File: src/rtl/led_lease_handle_table_top_defines.svh
// Assertion macros for the LED lease handle table.
`ifndef LED_LEASE_HANDLE_TABLE_TOP_DEFINES_SVH
`define LED_LEASE_HANDLE_TABLE_TOP_DEFINES_SVH

`ifndef SYNTHESIS
`define LLHT_ASSERT_SAME(label, clk, rstn, ante, cons) \
    label: assert property (@(posedge clk) disable iff (!rstn) (ante) |-> (cons)) \
        else $error("llht assertion failed");
`define LLHT_ASSERT_NEXT(label, clk, rstn, ante, cons) \
    label: assert property (@(posedge clk) disable iff (!rstn) (ante) |=> (cons)) \
        else $error("llht assertion failed");
`else
`define LLHT_ASSERT_SAME(label, clk, rstn, ante, cons)
`define LLHT_ASSERT_NEXT(label, clk, rstn, ante, cons)
`endif

`endif

File: src/rtl/llht_pkg.sv
// Shared constants for the LED lease handle table.
package llht_pkg;

    localparam int SLOT_COUNT_DEF = 8;
    localparam int LED_W          = 8;
    localparam int GEN_W          = 8;
    localparam int HANDLE_W       = 32;
    localparam int OP_W           = 3;
    localparam int STAT_W         = 3;
    localparam int CFG_IDX_W      = 4;
    localparam int CFG_DATA_W     = 8;

    localparam logic [15:0] HANDLE_TAG = 16'h504c;

    localparam logic [OP_W-1:0] OP_ACQUIRE = 3'd0;
    localparam logic [OP_W-1:0] OP_RELEASE = 3'd1;
    localparam logic [OP_W-1:0] OP_WRITE   = 3'd2;
    localparam logic [OP_W-1:0] OP_SET     = 3'd3;
    localparam logic [OP_W-1:0] OP_CLEAR   = 3'd4;
    localparam logic [OP_W-1:0] OP_TOGGLE  = 3'd5;
    localparam logic [OP_W-1:0] OP_READ    = 3'd6;

    localparam logic [STAT_W-1:0] STAT_OK          = 3'd0;
    localparam logic [STAT_W-1:0] STAT_INVALID_ARG = 3'd1;
    localparam logic [STAT_W-1:0] STAT_UNSUPPORTED = 3'd2;
    localparam logic [STAT_W-1:0] STAT_NOT_PRESENT = 3'd3;
    localparam logic [STAT_W-1:0] STAT_BUSY        = 3'd4;
    localparam logic [STAT_W-1:0] STAT_NO_SLOTS    = 3'd5;
    localparam logic [STAT_W-1:0] STAT_BAD_HANDLE  = 3'd6;

    localparam logic [CFG_IDX_W-1:0] CFG_PANEL_PRESENT = 4'd0;
    localparam logic [CFG_IDX_W-1:0] CFG_RESERVED_LEDS = 4'd1;

endpackage

File: src/rtl/led_lease_handle_table_top.sv
// LED lease handle table: slot memories, handle checks and LED data register.
//
//   channel   direction   handshake              payload
//   s_        in          s_valid / s_ready      op, handle, mask, value, shared, in_use
//   m_        out         m_valid / m_ready      status, new_handle, led_state, owned_leds
//   cfg_      in          cfg_valid / cfg_ready  cfg_index, cfg_data
//
// Each transaction runs in a read step, which reads the slot memories, and then an
// execute step, which checks, modifies and writes back. A new transaction is taken in the cycle after.
// Reset is synchronous; valid bits clear the slot table at once, no sweep.
// A result that is not taken holds the block in the write-back cycle.
`include "led_lease_handle_table_top_defines.svh"

module led_lease_handle_table_top
    import llht_pkg::*;
#(
    parameter int SLOT_COUNT = SLOT_COUNT_DEF
) (
    input  logic                  aclk,
    input  logic                  aresetn,
    input  logic                  s_valid,
    output logic                  s_ready,
    input  logic [OP_W-1:0]       s_op,
    input  logic [HANDLE_W-1:0]   s_handle,
    input  logic [LED_W-1:0]      s_mask,
    input  logic [LED_W-1:0]      s_value,
    input  logic                  s_shared_requested,
    input  logic                  s_lease_in_use,
    output logic                  m_valid,
    input  logic                  m_ready,
    output logic [STAT_W-1:0]     m_status,
    output logic [HANDLE_W-1:0]   m_new_handle,
    output logic [LED_W-1:0]      m_led_state,
    output logic [LED_W-1:0]      m_owned_leds,
    input  logic                  cfg_valid,
    output logic                  cfg_ready,
    input  logic [CFG_IDX_W-1:0]  cfg_index,
    input  logic [CFG_DATA_W-1:0] cfg_data
);

    localparam int SLOT_W = (SLOT_COUNT > 1) ? $clog2(SLOT_COUNT) : 1;

    localparam logic ST_IDLE = 1'b0;
    localparam logic ST_EXEC = 1'b1;

    logic                  state_reg, state_next;
    logic                  present_reg;
    logic [LED_W-1:0]      reserved_reg;
    logic [LED_W-1:0]      own_reg, own_next;
    logic [LED_W-1:0]      led_reg, led_next;
    logic [SLOT_COUNT-1:0] in_use_reg, in_use_next;
    logic [SLOT_COUNT-1:0] gen_vld_reg, gen_vld_next;

    logic [LED_W-1:0] mask_mem [SLOT_COUNT];
    logic [GEN_W-1:0] gen_mem  [SLOT_COUNT];
    logic [LED_W-1:0] mask_rd_reg;
    logic [GEN_W-1:0] gen_rd_reg;

    logic [OP_W-1:0]   op_reg;
    logic              tag_ok_reg;
    logic [GEN_W-1:0]  hgen_reg;
    logic [LED_W-1:0]  mask_reg;
    logic [LED_W-1:0]  value_reg;
    logic              shared_reg;
    logic              lease_in_use_reg;
    logic [SLOT_W-1:0] idx_reg;
    logic              free_found_reg;

    logic                m_valid_reg, m_valid_next;
    logic [STAT_W-1:0]   m_status_reg;
    logic [HANDLE_W-1:0] m_handle_reg;
    logic [LED_W-1:0]    m_led_reg;
    logic [LED_W-1:0]    m_own_reg;

    logic              accept;
    logic              fire;
    logic              free_found;
    logic [SLOT_W-1:0] free_idx;
    logic [7:0]        slot_num;
    logic              num_ok;
    logic [SLOT_W-1:0] handle_idx;
    logic [SLOT_W-1:0] rd_addr;

    logic [GEN_W-1:0]    gen_cur, gen_inc, gen_new;
    logic                handle_ok;
    logic                acq_ok;
    logic [STAT_W-1:0]   status;
    logic [HANDLE_W-1:0] new_handle;

    assign s_ready   = (state_reg == ST_IDLE);
    assign accept    = s_valid && s_ready;
    assign fire      = (state_reg == ST_EXEC) && (!m_valid_reg || m_ready);
    assign cfg_ready = 1'b1;

    assign m_valid      = m_valid_reg;
    assign m_status     = m_status_reg;
    assign m_new_handle = m_handle_reg;
    assign m_led_state  = m_led_reg;
    assign m_owned_leds = m_own_reg;

    always_comb begin
        free_found = 1'b0;
        free_idx   = '0;
        for (int i = SLOT_COUNT - 1; i >= 0; i--) begin
            if (!in_use_reg[i]) begin
                free_found = 1'b1;
                free_idx   = SLOT_W'(i);
            end
        end
    end

    assign slot_num   = s_handle[7:0];
    assign num_ok     = (slot_num != 8'd0) && (slot_num <= 8'(SLOT_COUNT));
    assign handle_idx = num_ok ? SLOT_W'(slot_num - 8'd1) : '0;
    assign rd_addr    = (s_op == OP_ACQUIRE) ? free_idx : handle_idx;

    always_ff @(posedge aclk) begin
        if (accept) begin
            mask_rd_reg <= mask_mem[rd_addr];
            gen_rd_reg  <= gen_mem[rd_addr];
        end
        if (fire && acq_ok) begin
            mask_mem[idx_reg] <= mask_reg;
            gen_mem[idx_reg]  <= gen_new;
        end
    end

    always_ff @(posedge aclk) begin
        if (accept) begin
            op_reg           <= s_op;
            tag_ok_reg       <= (s_handle[31:16] == HANDLE_TAG) && num_ok;
            hgen_reg         <= s_handle[15:8];
            mask_reg         <= s_mask;
            value_reg        <= s_value;
            shared_reg       <= s_shared_requested;
            lease_in_use_reg <= s_lease_in_use;
            idx_reg          <= rd_addr;
            free_found_reg   <= free_found;
        end
    end

    assign gen_cur   = gen_vld_reg[idx_reg] ? gen_rd_reg : '0;
    assign gen_inc   = gen_cur + 8'd1;
    assign gen_new   = (gen_inc == '0) ? 8'd1 : gen_inc;
    assign handle_ok = tag_ok_reg && in_use_reg[idx_reg] && (hgen_reg == gen_cur);

    always_comb begin
        status       = STAT_OK;
        acq_ok       = 1'b0;
        new_handle   = '0;
        own_next     = own_reg;
        led_next     = led_reg;
        in_use_next  = in_use_reg;
        gen_vld_next = gen_vld_reg;
        case (op_reg)
            OP_ACQUIRE: begin
                if (mask_reg == '0 || lease_in_use_reg) begin
                    status = STAT_INVALID_ARG;
                end else if (shared_reg) begin
                    status = STAT_UNSUPPORTED;
                end else if (!present_reg) begin
                    status = STAT_NOT_PRESENT;
                end else if (((own_reg | reserved_reg) & mask_reg) != '0) begin
                    status = STAT_BUSY;
                end else if (!free_found_reg) begin
                    status = STAT_NO_SLOTS;
                end else begin
                    acq_ok                = 1'b1;
                    own_next              = own_reg | mask_reg;
                    in_use_next[idx_reg]  = 1'b1;
                    gen_vld_next[idx_reg] = 1'b1;
                    new_handle            = {HANDLE_TAG, gen_new, 8'(idx_reg) + 8'd1};
                end
            end
            OP_RELEASE, OP_WRITE, OP_SET, OP_CLEAR, OP_TOGGLE: begin
                if (!handle_ok) begin
                    status = STAT_BAD_HANDLE;
                end else if (op_reg == OP_RELEASE) begin
                    own_next             = own_reg & ~mask_rd_reg;
                    in_use_next[idx_reg] = 1'b0;
                end else if (op_reg == OP_WRITE) begin
                    led_next = (led_reg & ~mask_rd_reg) | (value_reg & mask_rd_reg);
                end else if (op_reg == OP_SET) begin
                    led_next = led_reg | (mask_reg & mask_rd_reg);
                end else if (op_reg == OP_CLEAR) begin
                    led_next = led_reg & ~(mask_reg & mask_rd_reg);
                end else begin
                    led_next = led_reg ^ (mask_reg & mask_rd_reg);
                end
            end
            OP_READ: begin
                status = STAT_OK;
            end
            default: begin
                status = STAT_INVALID_ARG;
            end
        endcase
    end

    always_comb begin
        state_next = state_reg;
        case (state_reg)
            ST_IDLE: begin
                if (accept) begin
                    state_next = ST_EXEC;
                end
            end
            ST_EXEC: begin
                if (fire) begin
                    state_next = ST_IDLE;
                end
            end
            default: begin
                state_next = ST_IDLE;
            end
        endcase
    end

    always_comb begin
        m_valid_next = m_valid_reg;
        if (fire) begin
            m_valid_next = 1'b1;
        end else if (m_ready) begin
            m_valid_next = 1'b0;
        end
    end

    always_ff @(posedge aclk) begin
        if (!aresetn) begin
            state_reg    <= ST_IDLE;
            present_reg  <= 1'b1;
            reserved_reg <= '0;
            own_reg      <= '0;
            led_reg      <= '0;
            in_use_reg   <= '0;
            gen_vld_reg  <= '0;
            m_valid_reg  <= 1'b0;
        end else begin
            state_reg   <= state_next;
            m_valid_reg <= m_valid_next;
            if (fire) begin
                own_reg     <= own_next;
                led_reg     <= led_next;
                in_use_reg  <= in_use_next;
                gen_vld_reg <= gen_vld_next;
            end
            if (cfg_valid && cfg_ready) begin
                if (cfg_index == CFG_PANEL_PRESENT) begin
                    present_reg <= cfg_data[0];
                end else if (cfg_index == CFG_RESERVED_LEDS) begin
                    reserved_reg <= cfg_data;
                end
            end
        end
    end

    always_ff @(posedge aclk) begin
        if (fire) begin
            m_status_reg <= status;
            m_handle_reg <= new_handle;
            m_led_reg    <= led_next;
            m_own_reg    <= own_next;
        end
    end

    `LLHT_ASSERT_SAME(a_live_slot_has_gen, aclk, aresetn, 1'b1, (in_use_reg & ~gen_vld_reg) == '0)
    `LLHT_ASSERT_NEXT(a_acquire_takes_slot, aclk, aresetn, fire && acq_ok,
        $countones(in_use_reg) == $countones($past(in_use_reg)) + 1)
    `LLHT_ASSERT_NEXT(a_release_drops_leds, aclk, aresetn,
        fire && (op_reg == OP_RELEASE) && handle_ok, (own_reg & $past(mask_rd_reg)) == '0)

endmodule
File: config.mk
export PLATFORM = sky130hd
export DESIGN_NAME = led_lease_handle_table_top
export DESIGN_NICKNAME = d
export VERILOG_FILES = /design/src/rtl/llht_pkg.sv /design/src/rtl/led_lease_handle_table_top.sv
export VERILOG_INCLUDE_DIRS = /design/src /design/src/rtl
export SDC_FILE = /design/constraint.sdc
export NUM_CORES = 1
export LEC_CHECK = 0
export BUFFER_PORTS_ARGS = -buffer_cell sky130_fd_sc_hd__buf_2
export CORE_ASPECT_RATIO = 0.8
export CORE_MARGIN = 3
export CORE_UTILIZATION = 59
export DETAILED_ROUTE_END_ITERATION = 8
export GPL_TIMING_DRIVEN = 1
export PLACE_DENSITY = 0.84
export RECOVER_POWER = 100
export SLEW_MARGIN = 20
export SYNTH_ARGS = -nofsm -noshare
export SYNTH_HDL_FRONTEND = slang
export SYNTH_SLANG_ARGS = --single-unit
File: constraint.sdc
create_clock -name aclk -period 11.5 [get_ports aclk]
set_input_delay 1.725 -clock aclk [delete_from_list [all_inputs] [get_ports aclk]]
set_output_delay 1.725 -clock aclk [all_outputs]
set_load 0.005 [all_outputs]
; ---- After elaboration in Yosys (flattened, before gate mapping)
; Memories as Yosys holds them, arrays and structs flattened. A register that Yosys moved wholly into a read port is not among the register bits.
; Index checks and enable logic that the tools add are counted.
[classes]
addsub = 3
order_cmp = 3
eq_ne = 16
n_mux = 62
bitwise_logic = 25
n_reduce_logical = 28
[op_table]
columns = cell, n
row1 = 2-to-1 mux 8 bit, 22
row2 = bitwise AND 8 bit, 7
row3 = 2-to-1 mux 3 bit, 16
row4 = OR 8 bit, 6
row5 = case mux 8 bit (2 select lines), 2
row6 = 2-to-1 mux 31 bit, 1
row7 = inverter 8 bit, 3
row8 = "equality test 16 x 15 -> 1 bit, second input constant", 1
row9 = logical NOT 8 bit, 2
row10 = 2-to-1 mux 1 bit, 16
row11 = nonzero test 8 bit, 2
row12 = "inequality test 2 bit, second input constant", 7
row13 = AND reduction 7 bit, 2
row14 = OR reduction 5 bit, 2
row15 = "equality test 3 bit, second input constant", 3
row16 = case mux 3 bit (3 select lines), 1
row17 = AND reduction 9 bit, 1
row18 = "adder 8 x 1 -> 8 bit, second input constant", 1
row19 = equality test 8 bit, 1
row20 = "less-or-equal comparator 8 x 4 -> 1 bit, second input constant", 1
row21 = logical AND 1 bit, 8
row22 = inverter 1 bit, 8
row23 = XOR 8 bit, 1
row24 = binary-select mux 1 bit (select 3 bit), 2
row25 = other kinds (17), 21
[totals]
register_bits = 128
mem_bits_rw = 128
inputBits = 70
output_inout_bits = 54
word_cells = 161
memories = 2
[mem_list]
columns = memory, words, word_bits, read_ports, rd_clocked_by_memory_dff, write_ports, line
row1 = gen_mem, 8, 8, 1, 1, 1, led_lease_handle_table_top.sv:55  ; logic [GEN_W-1:0] gen_mem [SLOT_COUNT];
row2 = mask_mem, 8, 8, 1, 1, 1, led_lease_handle_table_top.sv:54  ; logic [LED_W-1:0] mask_mem [SLOT_COUNT];

; ---- Logic depth before layout (Yosys ltp)
; Gate-level depths: netlist (run 1).
[logic_depth]
depth_word = 11
mapped_depth = 14
mapped_depth_nobuf = 12

; ---- Least setup slack after synthesis (run 1)
; OpenSTA, ideal clock, no wires.
[synth_timing]
path_type = in2reg
start = input port m_ready
end = memory gen_mem[0][0] (enable)
setup_ns = 0.437
arrival_time_ns = 4.918
required_ns = 11.063
path_slack_ns = 6.144
cell_stages = 5
path_buffers = 0
path_cell_list = nand2b_1 -> nand2_1 -> inv_1 -> nand4_1 -> nor4_1
[synth_between]
elab_chain_cells = 5
[synth_lines]
columns = element, line
row1 = from (decl), led_lease_handle_table_top.sv:30  ; input logic m_ready,
row2 = logical OR 1 bit, led_lease_handle_table_top.sv:92  ; assign fire = (state_reg == ST_EXEC) && (!m_valid_reg || m_ready);
row3 = logical AND 1 bit, led_lease_handle_table_top.sv:92
row4 = via fire, led_lease_handle_table_top.sv:76  ; logic fire;
row5 = logical AND 1 bit, led_lease_handle_table_top.sv:122  ; if (fire && acq_ok) begin
row6 = 2-to-1 mux 1 bit, led_lease_handle_table_top.sv:122
row7 = 2-to-1 mux 1 bit (not written as such), led_lease_handle_table_top.sv:124  ; gen_mem[idx_reg] <= gen_new;
row8 = to (decl), led_lease_handle_table_top.sv:55
; The timed path passes the listed nets, and every way through them passes these cells.

; ---- Worst setup path after layout (run 1)
[layout_timing]
start = input port s_handle[0]
end = register mask_rd_reg[4], read port of mask_mem, data pin
[layout_between]
elab_chain_cells = 4
elab_cells_between_ends = 6
classes_between = 1 x add/sub / 1 x order compare / 2 x mux / 2 x reduce/logical
[layout_lines]
columns = element, line
row1 = from (decl), led_lease_handle_table_top.sv:24  ; input logic [HANDLE_W-1:0] s_handle,
row2 = less-or-equal comparator 8 x 4 -> 1 bit or nonzero test 8 bit (tied branches), led_lease_handle_table_top.sv:113  ; assign num_ok = (slot_num != 8'd0) && (slot_num <= 8'(SLOT_COUNT));
row3 = logical AND 1 bit, led_lease_handle_table_top.sv:113
row4 = 2-to-1 mux 3 bit (*), led_lease_handle_table_top.sv:114  ; assign handle_idx = num_ok ? SLOT_W'(slot_num - 8'd1) : '0;
row5 = 2-to-1 mux 3 bit (*), led_lease_handle_table_top.sv:115  ; assign rd_addr = (s_op == OP_ACQUIRE) ? free_idx : handle_idx;
row6 = to (decl), led_lease_handle_table_top.sv:56  ; logic [LED_W-1:0] mask_rd_reg;
; Mark *: on every way between the ends. The rest lies on a longest branch, timed or not.
; A chain may end at the register's enable or synchronous reset.

==> run_results.csv, run 1 <==
group,metric,value,unit
outcome,outcome,"complete, but fails checks",
outcome,failed_checks,"max-capacitance violations, max-slew violations",
clock_network,cts.sinks,253,
power_and_ir_drop,power_frac_seq,0.514,
timing,finalCritPeriodShare,0.5989,
die,die_w,161.0,um
finish,drive_above_1_share,0.1502,
detailed_routing,wl,26490,um
yosys,yosysMostFrequentCell,"edfxtp_1",
yosys,synth_edf_count,210,
place,port_buffers,107,
yosys,synth_area_leaders,"edfxtp_1, dfxtp_1, a211oi_1",
clock_network,postCtsHoldBufs,0,
worst_setup_path,critPathMaxFanout,65,
yosys,seq_area_frac_synth,0.6323,
clock_network,cts_root_buffer,"clkbuf_16",
power_and_ir_drop,pwr-share-clk,0.444,
yosys,synth_cell_types,60,
detailed_routing,final_antenna_net_count,0,
clock_network,ctsLongestPathBuffers,3,
worst_setup_path,critPathKind,"input pin to flip-flop",
clock_network,post_cts_buffers,0,
power_and_ir_drop,p_leak,4.672,nW
place,place_congestion,0.8792,
power_and_ir_drop,internal_power,1.605,mW
global_route,grt_max_degree,66,
timing,fmax,0.1452,GHz
worst_setup_path,cpPeakStageDelay,2.06,ns
die,num_rows,44,
global_route,grt_pass1_vias,7675,
die,die_h,130.0,um
finish,seqCellArea,7167,um2
die,floorplan.initialDensity,0.6128,
detailed_routing,wl_per_cell,20.62,um
finish,final_nets,1103,
timing,rsz0062_at_grt,"no",
worst_setup_path,crit_chain,"buf_2, inv_1, ha_1, nor2b_1, xnor2_1, nand4_1, clkbuf_1, nand2_1, a211oi_1, nor4_1",
finish,diodes,0,
yosys,yosys.area.top_type,"edfxtp_1",
detailed_routing,drc,0,
timing,slew_headroom,-1.220,
clock_network,cts-buffers-inserted,24,
yosys,synth_common_cells,"edfxtp_1, nand2_1, and3_1",
yosys,synth_cells,924,
power_and_ir_drop,combPwrFrac,0.043,
finish,multi_input_area,3710,um2
global_route,grt_pass1_wl,41010,um
worst_setup_path,crit_path_start_kind,"input pin",
yosys,syn_avg_cell_area,12.27,um2
min_path,hp-class,"flip-flop to flip-flop",
detailed_routing,dr.pass1.iters,5,
yosys,synthFlopType,"edfxtp_1",
timing,whs,0.4704,ns
finish,fill_cells,1274,
yosys,async_flop_share,0,
worst_setup_path,path_buf_inv,3,
timing,worst_slew_pin_slew,3.330,ns
yosys,synth_seq_cells,253,
global_route,grt_antenna_before_repair,0,
clock_network,cts-resized-gates,0,
clock_network,cts_tree,"yes",
timing,finalSetupViolations,0,
detailed_routing,drt-initial-drc-count,1085,
clock_network,clk_latency,0.52,ns
timing,finalMaxSlewViolations,266,
detailed_routing,routed-via-count,8008,
clock_network,path_clk_slew,0.06,ns
detailed_routing,via_per_inst,6.232,
power_and_ir_drop,switching_share,0.2044,
worst_setup_path,end_kind,"flip-flop",
worst_setup_path,worst-r2r-setup-slack,6.40,ns
place,post-dp-hpwl,16270,um
finish,area_growth,12.86,%
die,io-pin-count,124,
worst_setup_path,timing.critical_path.max_delay_family,"simple AND/OR/NAND/NOR gates",
global_route,overflow,0,
power_and_ir_drop,vdd_drop_max,128.1,uV
yosys,synth_top_area_frac,0.5564,
yosys,yosys_warnings,0,
timing,finalCriticalPeriod,6.887,ns
timing,tns,0,ns
yosys,synthesis.area,11330,um2
timing,hold_viol,0,
worst_setup_path,crit_required,11.75,ns
flow_run,cap_violations,7,
die,coreArea,18500,um2
clock_network,h-tree-depth,1,
power_and_ir_drop,p_sw,0.4122,mW
global_route,grtUsageTotal,0.2492,
worst_setup_path,critical_path_arrival,7.13,ns
power_and_ir_drop,cellPowerDensity,157.7,nW/um2
die,die_area,20920,um2
worst_setup_path,slowest_stage,"nand2_1",
timing,finClkSkew,0.009346,ns
cell families (layout without fill, tap and decap cells):
logic type,Yosys count,count (layout),share of synthesized area
other cells,2,16,0.0006626
mux,41,41,0.04018
simple gates,322,322,0.1443
flops,253,253,0.6323
compound gates,174,174,0.1093
xor+xnor,14,14,0.01082
buf+inv,99,193,0.04151
fa+ha+maj,19,19,0.02097
cell usage in the layout, fill, tap and decap left out, types with 9 or more instances in the layout:
master	n
a211oi_1	65
o21ai_0	45
buf_2	87
conb_1	16
edfxtp_1	210
dfxtp_1	43
nor2b_1	11
ha_1	19
nor3_1	26
mux2i_1	26
clkbuf_16	27
nor4_1	23
clkbuf_1	34
nor2_1	48
inv_1	25
nand2b_1	11
and3_1	66
a21oi_1	11
nand2_1	101
nand3_1	9
final timing paths:
path                    end  cells after the start            from
min          gen_vld_reg[6]                      2  gen_vld_reg[6]
min reg2reg  gen_vld_reg[6]                      2  gen_vld_reg[6]
max          mask_rd_reg[4]                     10     s_handle[0]
max reg2reg  m_led_state[3]                      8      idx_reg[0]
metal layers:
layer / wire, um / GRT usage / vias to the layer above
met5: 0 / 0 / -
met4: 700 / 0.08852 / 0
met3: 3129 / 0.04887 / 74
met2: 12270 / 0.4100 / 533
met1: 10400 / 0.3379 / 3775
li1: - / - / 3626
final cells by class:
cell class                      instances  area share
Tap cell                              253     0.02475
Clock buffer                           28     0.05311
Multi-Input combinational cell        586      0.2900
Sequential cell                       253      0.5602
Clock inverter                         16     0.01878
Inverter                               26    0.007629
Timing Repair Buffer                  123     0.04548
power by group through the flow:
stage	Sequential [mW]	Clock, mW	Combinational (mW)
finish	1.04	0.895	0.0858
global route	1.04	0.939	0.0946
CTS	1.03	0.904	0.0876
detailed placement	1.05	0	0.0866
global placement	1.05	0	0.0838
floorplan	1.04	0	0.0593
metrics by stage:
step | worst slack [ns] | util | cells | instance area [um2] | total power [mW]
final | 4.613 | 0.6916 | 1285 | 12790 | 2.017
after global routing | 4.224 | 0.6916 | 1285 | 12790 | 2.072
after CTS | 7.286 | 0.6995 | 1285 | 12940 | 2.025
after detailed placement | 6.749 | 0.6498 | 1241 | 12020 | 1.140
after global placement | 7.011 | 0.6498 | 1241 | 12020 | 1.136
after floorplan | 6.144 | - | 938 | 11390 | 1.103
worst min-delay path, delay by kind of cell, from the launching register on:
| family | cells | cell delay, ns |
|---|---|---|
| flops | 1 | 0.32 |
| simple gates | 2 | 0.11 |
No activity file was read; power rests on OpenSTA's default activity.
==> inputs of run 2 (changes only) <==
- clock period: 11.5 -> 6.7 ns (I/O delays scaled with it)
==> run_results.csv, run 2 (synthesis gave the netlist of run 1 again) <==
group,metric,value,unit
detailed_routing,drt-initial-drc-count,971,
die,die_w,161.0,um
worst_setup_path,crit_required,6.98,ns
clock_network,path_clk_slew,0.06,ns
die,coreArea,18500,um2
die,die_h,130.0,um
timing,finalCritPeriodShare,0.7533,
timing,tns,0,ns
place,place_congestion,0.9286,
worst_setup_path,critPathMaxFanout,31,
global_route,grt_pass1_wl,40280,um
die,die_area,20920,um2
worst_setup_path,crit_path_start_kind,"flip-flop",
die,io-pin-count,124,
timing,fmax,0.1981,GHz
finish,drive_above_1_share,0.1476,
detailed_routing,via_per_inst,6.175,
finish,final_common_cell,"edfxtp_1",
global_route,grt_max_degree,66,
finish,fill_cells,1330,
timing,finalSetupViolations,0,
worst_setup_path,worstSetupEndpoint,"m_led_state[3]",
global_route,grt_antenna_before_repair,0,
finish,multi_input_area,3720,um2
finish,seqCellArea,7167,um2
worst_setup_path,r2r-end,"m_led_state[3]",
clock_network,h-tree-depth,1,
clock_network,ctsLongestPathBuffers,3,
timing,hold_viol,0,
outcome,outcome,"complete, but fails checks",
worst_setup_path,critPathKind,"flip-flop to flip-flop",
worst_setup_path,critical_path_arrival,5.32,ns
place,port_buffers,107,
clock_network,cts-resized-gates,0,
detailed_routing,wl,26050,um
place,place_inst,1240,
timing,worst_slew_pin_slew,3.267,ns
worst_setup_path,reg2regPathDepth,8,
worst_setup_path,r2r_start,"idx_reg[0]",
clock_network,cts_root_buffer,"clkbuf_16",
global_route,overflow,0,
detailed_routing,wl_per_cell,20.31,um
clock_network,post_cts_buffers,0,
global_route,grt_pass1_vias,7500,
place,dpl_cell_area,12010,um2
timing,rsz0062_at_grt,"no",
detailed_routing,routed-via-count,7922,
die,floorplan.initialDensity,0.6128,
finish,stdcell_count,1283,
die,num_rows,44,
detailed_routing,final_antenna_net_count,0,
min_path,hp-class,"flip-flop to flip-flop",
finish,diodes,0,
clock_network,cts_tree,"yes",
detailed_routing,drc,0,
finish,final_cell_area,12610,um2
timing,finalCriticalPeriod,5.047,ns
place,post-dp-hpwl,16110,um
timing,slew_headroom,-1.178,
clock_network,cts.sinks,253,
timing,finalMaxSlewViolations,200,
worst_setup_path,worst-r2r-setup-slack,1.65,ns
power_and_ir_drop,cellPowerDensity,251.2,nW/um2
clock_network,postCtsHoldBufs,0,
finish,layout_common_cells,"edfxtp_1, nand2_1, buf_2",
worst_setup_path,cp-startpoint,"idx_reg[0]",
flow_run,cap_violations,6,
finish,final_nets,1102,
worst_setup_path,end_kind,"flip-flop",
outcome,failed_checks,"max-capacitance violations, max-slew violations",
timing,finClkSkew,0.01579,ns
clock_network,clk_latency,0.53,ns
power_and_ir_drop,vdd_drop_max,198.9,uV
power_and_ir_drop,p_leak,4.589,nW
finish,area_growth,11.24,%
detailed_routing,dr.pass1.iters,5,
clock_network,cts-buffers-inserted,24,
global_route,grtUsageTotal,0.2448,
-- run 2: how the worst min path moves through the flow --
stage | from | endpoint | slack (ns) | depth (start not counted)
2_1_floorplan | gen_vld_reg[4] | gen_vld_reg[4] | 0.44 | 2
3_3_place_gp | gen_vld_reg[7] | gen_vld_reg[7] | 0.45 | 2
3_5_place_dp | gen_vld_reg[2] | gen_vld_reg[2] | 0.46 | 2
4_1_cts | gen_vld_reg[5] | gen_vld_reg[5] | 0.48 | 1
5_1_grt | gen_vld_reg[5] | gen_vld_reg[5] | 0.51 | 1
6_report | gen_vld_reg[5] | gen_vld_reg[5] | 0.48 | 1
-- run 2: area by class of cell --
class                      instances  area share
tap                              253     0.02511
clock inverter                    10    0.004267
inverter                          26    0.007740
multi-input combinational        586      0.2950
sequential                       253      0.5684
clock buffer                      33     0.05269
timing repair buffer             122     0.04674
-- run 2: where the power goes --
group | switching [mW] | total (mW) | internal (mW)
sequential | 0.0401 | 1.78 | 1.74
clock | 0.551 | 1.24 | 0.691
combinational | 0.0903 | 0.148 | 0.0572
total | 0.681 | 3.17 | 2.49
-- run 2: critical path: stages, from the launching register on --
cell and delay (ns):
edfxtp_1 0.74, inv_1 0.29, o32ai_1 0.43, a211oi_2 0.09, clkbuf_1 0.33, or4_1 0.58
o311a_1 0.54, nor3_1 1.42, mux2_4 0.36
-- run 2: per-layer routing --
layer | wire length (um) | vias up | GRT usage
met5 | 0 | - | 0
met4 | 610 | 0 | 0.07183
met3 | 2639 | 64 | 0.04475
met2 | 11940 | 458 | 0.3935
met1 | 10870 | 3784 | 0.3482
li1 | - | 3616 | -
-- run 2: through the flow --
stage          hold slack (ns)  power (mW)    util  setup slack, ns
2_1_floorplan           0.4396       1.893       -            2.064
3_3_place_gp            0.4497       1.951  0.6494            2.691
3_5_place_dp            0.4618       1.957  0.6494            2.586
4_1_cts                 0.4814       3.179  0.6882            2.999
5_1_grt                 0.5074       3.265  0.6816            1.368
6_report                0.4776       3.168  0.6816            1.653
==> inputs of run 3 (changes only) <==
- ABC_AREA: unset -> 1
- CORE_UTILIZATION: 59 -> 53
- PLACE_DENSITY: 0.84 -> 0.8
- clock period: 6.7 -> 4.5 ns (I/O delays scaled with it)
==> run_results.csv, run 3 <==
group,metric,value,unit
outcome,outcome,"complete, but fails checks",
outcome,failed_checks,"max-capacitance violations, max-slew violations",
clock_network,postCtsHoldBufs,0,
detailed_routing,highest_layer,"met4",
yosys,seq_area_frac_synth,0.6303,
worst_setup_path,worstSetupEndpoint,"gen_mem[7][1]",
die,coreArea,20880,um2
yosys,yosysMostFrequentCell,"edfxtp_1",
detailed_routing,wl_met3,3008,um
detailed_routing,wl_met1,11260,um
global_route,grt_pass1_wl,42570,um
timing,finClkSkew,0.02350,ns
worst_setup_path,crit_required,4.61,ns
clock_network,cts-resized-gates,0,
timing,slew_headroom,-0.7356,
worst_setup_path,critical_path_arrival,3.96,ns
timing,worst_slew_pin_slew,2.594,ns
die,floorplan.initialDensity,0.5447,
place,port_buffers,107,
flow_run,cap_violations,3,
global_route,overflow,0,
clock_network,cts-buffers-inserted,24,
yosys,synthesis.area,11370,um2
global_route,grt_antenna_before_repair,0,
yosys,synth_common_cells,"edfxtp_1, nand2_1, nor2_1",
timing,hold_viol,0,
detailed_routing,via_per_inst,5.716,
yosys,synth_top_area_frac,0.5546,
finish,final_common_cell,"edfxtp_1",
timing,rsz0062_at_grt,"no",
global_route,grtUsageTotal,0.2344,
power_and_ir_drop,cellPowerDensity,383.4,nW/um2
place,place_inst,1453,
clock_network,cts_tree,"yes",
timing,tns,0,ns
die,io-pin-count,124,
place,post-dp-hpwl,18130,um
global_route,grt_max_degree,66,
yosys,synthFlopType,"edfxtp_1",
finish,final_cell_area,12750,um2
finish,diodes,0,
die,die_h,137.0,um
timing,finalCritPeriodShare,0.8548,
die,num_rows,47,
yosys,async_flop_share,0,
power_and_ir_drop,internal_power,3.837,mW
clock_network,cts.sinks,253,
clock_network,post_cts_buffers,0,
finish,stdcell_count,1497,
power_and_ir_drop,p_sw,1.053,mW
yosys,yosys_warnings,0,
yosys,syn_avg_cell_area,10.26,um2
detailed_routing,drt-initial-drc-count,1157,
global_route,grt_pass1_vias,8095,
place,pre_cts_ws,0.8729,ns
clock_network,cts_root_buffer,"clkbuf_16",
power_and_ir_drop,p_leak,4.935,nW
detailed_routing,dr_wl_met2,12710,um
finish,layout_common_cells,"edfxtp_1, nand2_1, o21ai_0",
worst_setup_path,r2r-end,"gen_mem[7][1]",
detailed_routing,dr.pass1.iters,6,
worst_setup_path,cp-startpoint,"mask_reg[3]",
power_and_ir_drop,vdd_drop_max,319.8,uV
power_and_ir_drop,combPwrFrac,0.049,
power_and_ir_drop,pwr-share-clk,0.411,
finish,area_growth,12.16,%
yosys,synth_area_leaders,"edfxtp_1, dfxtp_1, nand2_1",
timing,finalCriticalPeriod,3.847,ns
die,die_area,23260,um2
detailed_routing,drc,0,
yosys,yosys.area.top_type,"edfxtp_1",
yosys,synth_cells,1108,
place,dpl_cell_area,12110,um2
worst_setup_path,end_kind,"flip-flop",
min_path,hp-class,"input pin to flip-flop",
timing,finalSetupViolations,0,
worst_setup_path,worst-r2r-setup-slack,0.65,ns
detailed_routing,routed-via-count,8557,
yosys,synth_edf_count,210,
yosys,synth_seq_cells,253,
clock_network,h-tree-depth,1,
clock_network,clk_latency,0.52,ns
worst_setup_path,r2r_start,"mask_reg[3]",
detailed_routing,final_antenna_net_count,0,
clock_network,path_clk_slew,0.07,ns
worst_setup_path,critPathMaxFanout,17,
finish,final_nets,1299,
worst_setup_path,crit_path_start_kind,"flip-flop",
place,place_congestion,0.9131,
die,die_w,169.8,um
detailed_routing,wl,27530,um
yosys,synth_cell_types,42,
detailed_routing,wl_per_cell,18.39,um
worst_setup_path,critPathKind,"flip-flop to flip-flop",
timing,setup_ws,0.6533,ns
finish,drive_above_1_share,0.1181,
power_and_ir_drop,switching_share,0.2153,
timing,finalMaxSlewViolations,94,
worst_setup_path,reg2regPathDepth,10,
power_and_ir_drop,power_frac_seq,0.539,
clock_network,ctsLongestPathBuffers,3,
timing,fmax,0.2600,GHz
[run 3: cell count changes after synthesis, moves of 24 or more]
cell and delta:
nand2_1 +100, inv_1 +84, and3_1 -65, nand3_1 +30, a211oi_1 -65, o21ai_0 +70
a21oi_1 +25, mux2i_1 -24, o22ai_1 +30, nor2_1 +72
[run 3: worst min-delay path by stage]
stage | startpoint | end | slack (ns) | cells after the start
after floorplan | reserved_reg[7] | reserved_reg[7] | 0.42 | 2
after global placement | reserved_reg[0] | reserved_reg[0] | 0.43 | 2
after detailed placement | reserved_reg[1] | reserved_reg[1] | 0.44 | 2
after CTS | s_lease_in_use | lease_in_use_reg | 0.31 | 1
after global routing | s_lease_in_use | lease_in_use_reg | 0.31 | 1
final | s_lease_in_use | lease_in_use_reg | 0.33 | 1
[run 3: power groups by stage]
stage,sequential (mW),combinational (mW),clock [mW]
2_1_floorplan,2.66,0.163,0
3_3_place_gp,2.68,0.236,0
3_5_place_dp,2.68,0.244,0
4_1_cts,2.64,0.246,2.04
5_1_grt,2.64,0.269,2.13
6_report,2.64,0.240,2.01
[run 3: cells by family (layout without fill, tap and decap cells)]
family	count (synthesis)	in the layout	share of synthesized area
AO/OA/AOI/OAI	216	216	0.1043
XOR/XNOR	3	3	0.002311
adder cells (fa/ha/maj)	19	19	0.02091
buffers and inverters	176	282	0.06899
flip-flops	253	253	0.6303
multiplexers	2	2	0.001761
other	2	16	0.0006605
AND/OR/NAND/NOR	437	437	0.1708
[run 3: layout make-up]
cell class / count / area (um2)
clock buffers: 36 / 728.2
clock inverters: 8 / 66.31
fillers: 1683 / 8123
inverters: 115 / 435.4
multi-input cells: 693 / 3450
flip-flops and latches: 253 / 7167
well taps: 269 / 336.6
repair buffers: 123 / 570.5
[run 3: worst max-delay path: stages (launching register included)]
cell	delay (ns)
edfxtp_1	0.60
o21ai_0	0.16
nand4_1	0.21
or2_2	0.39
nor2_1	0.14
nand2_1	0.11
nor2_1	0.10
buf_4	0.22
inv_1	0.28
nor3_1	0.24
clkbuf_1	0.97
[run 3: routing by layer]
layer  GRT usage  vias to the layer above
li1            -                     3977
met1      0.3319                     4025
met2      0.3762                      499
met3     0.04418                       56
met4     0.06085                        0
met5           0                        -
[run 3: metrics by stage]
stage	total power, mW	utilization	hold WS, ns
after floorplan	2.825	-	0.4194
after global placement	2.919	0.5797	0.4325
after detailed placement	2.928	0.5799	0.4353
after CTS	4.916	0.6179	0.3123
after global routing	5.037	0.6109	0.3118
final	4.890	0.6109	0.3265
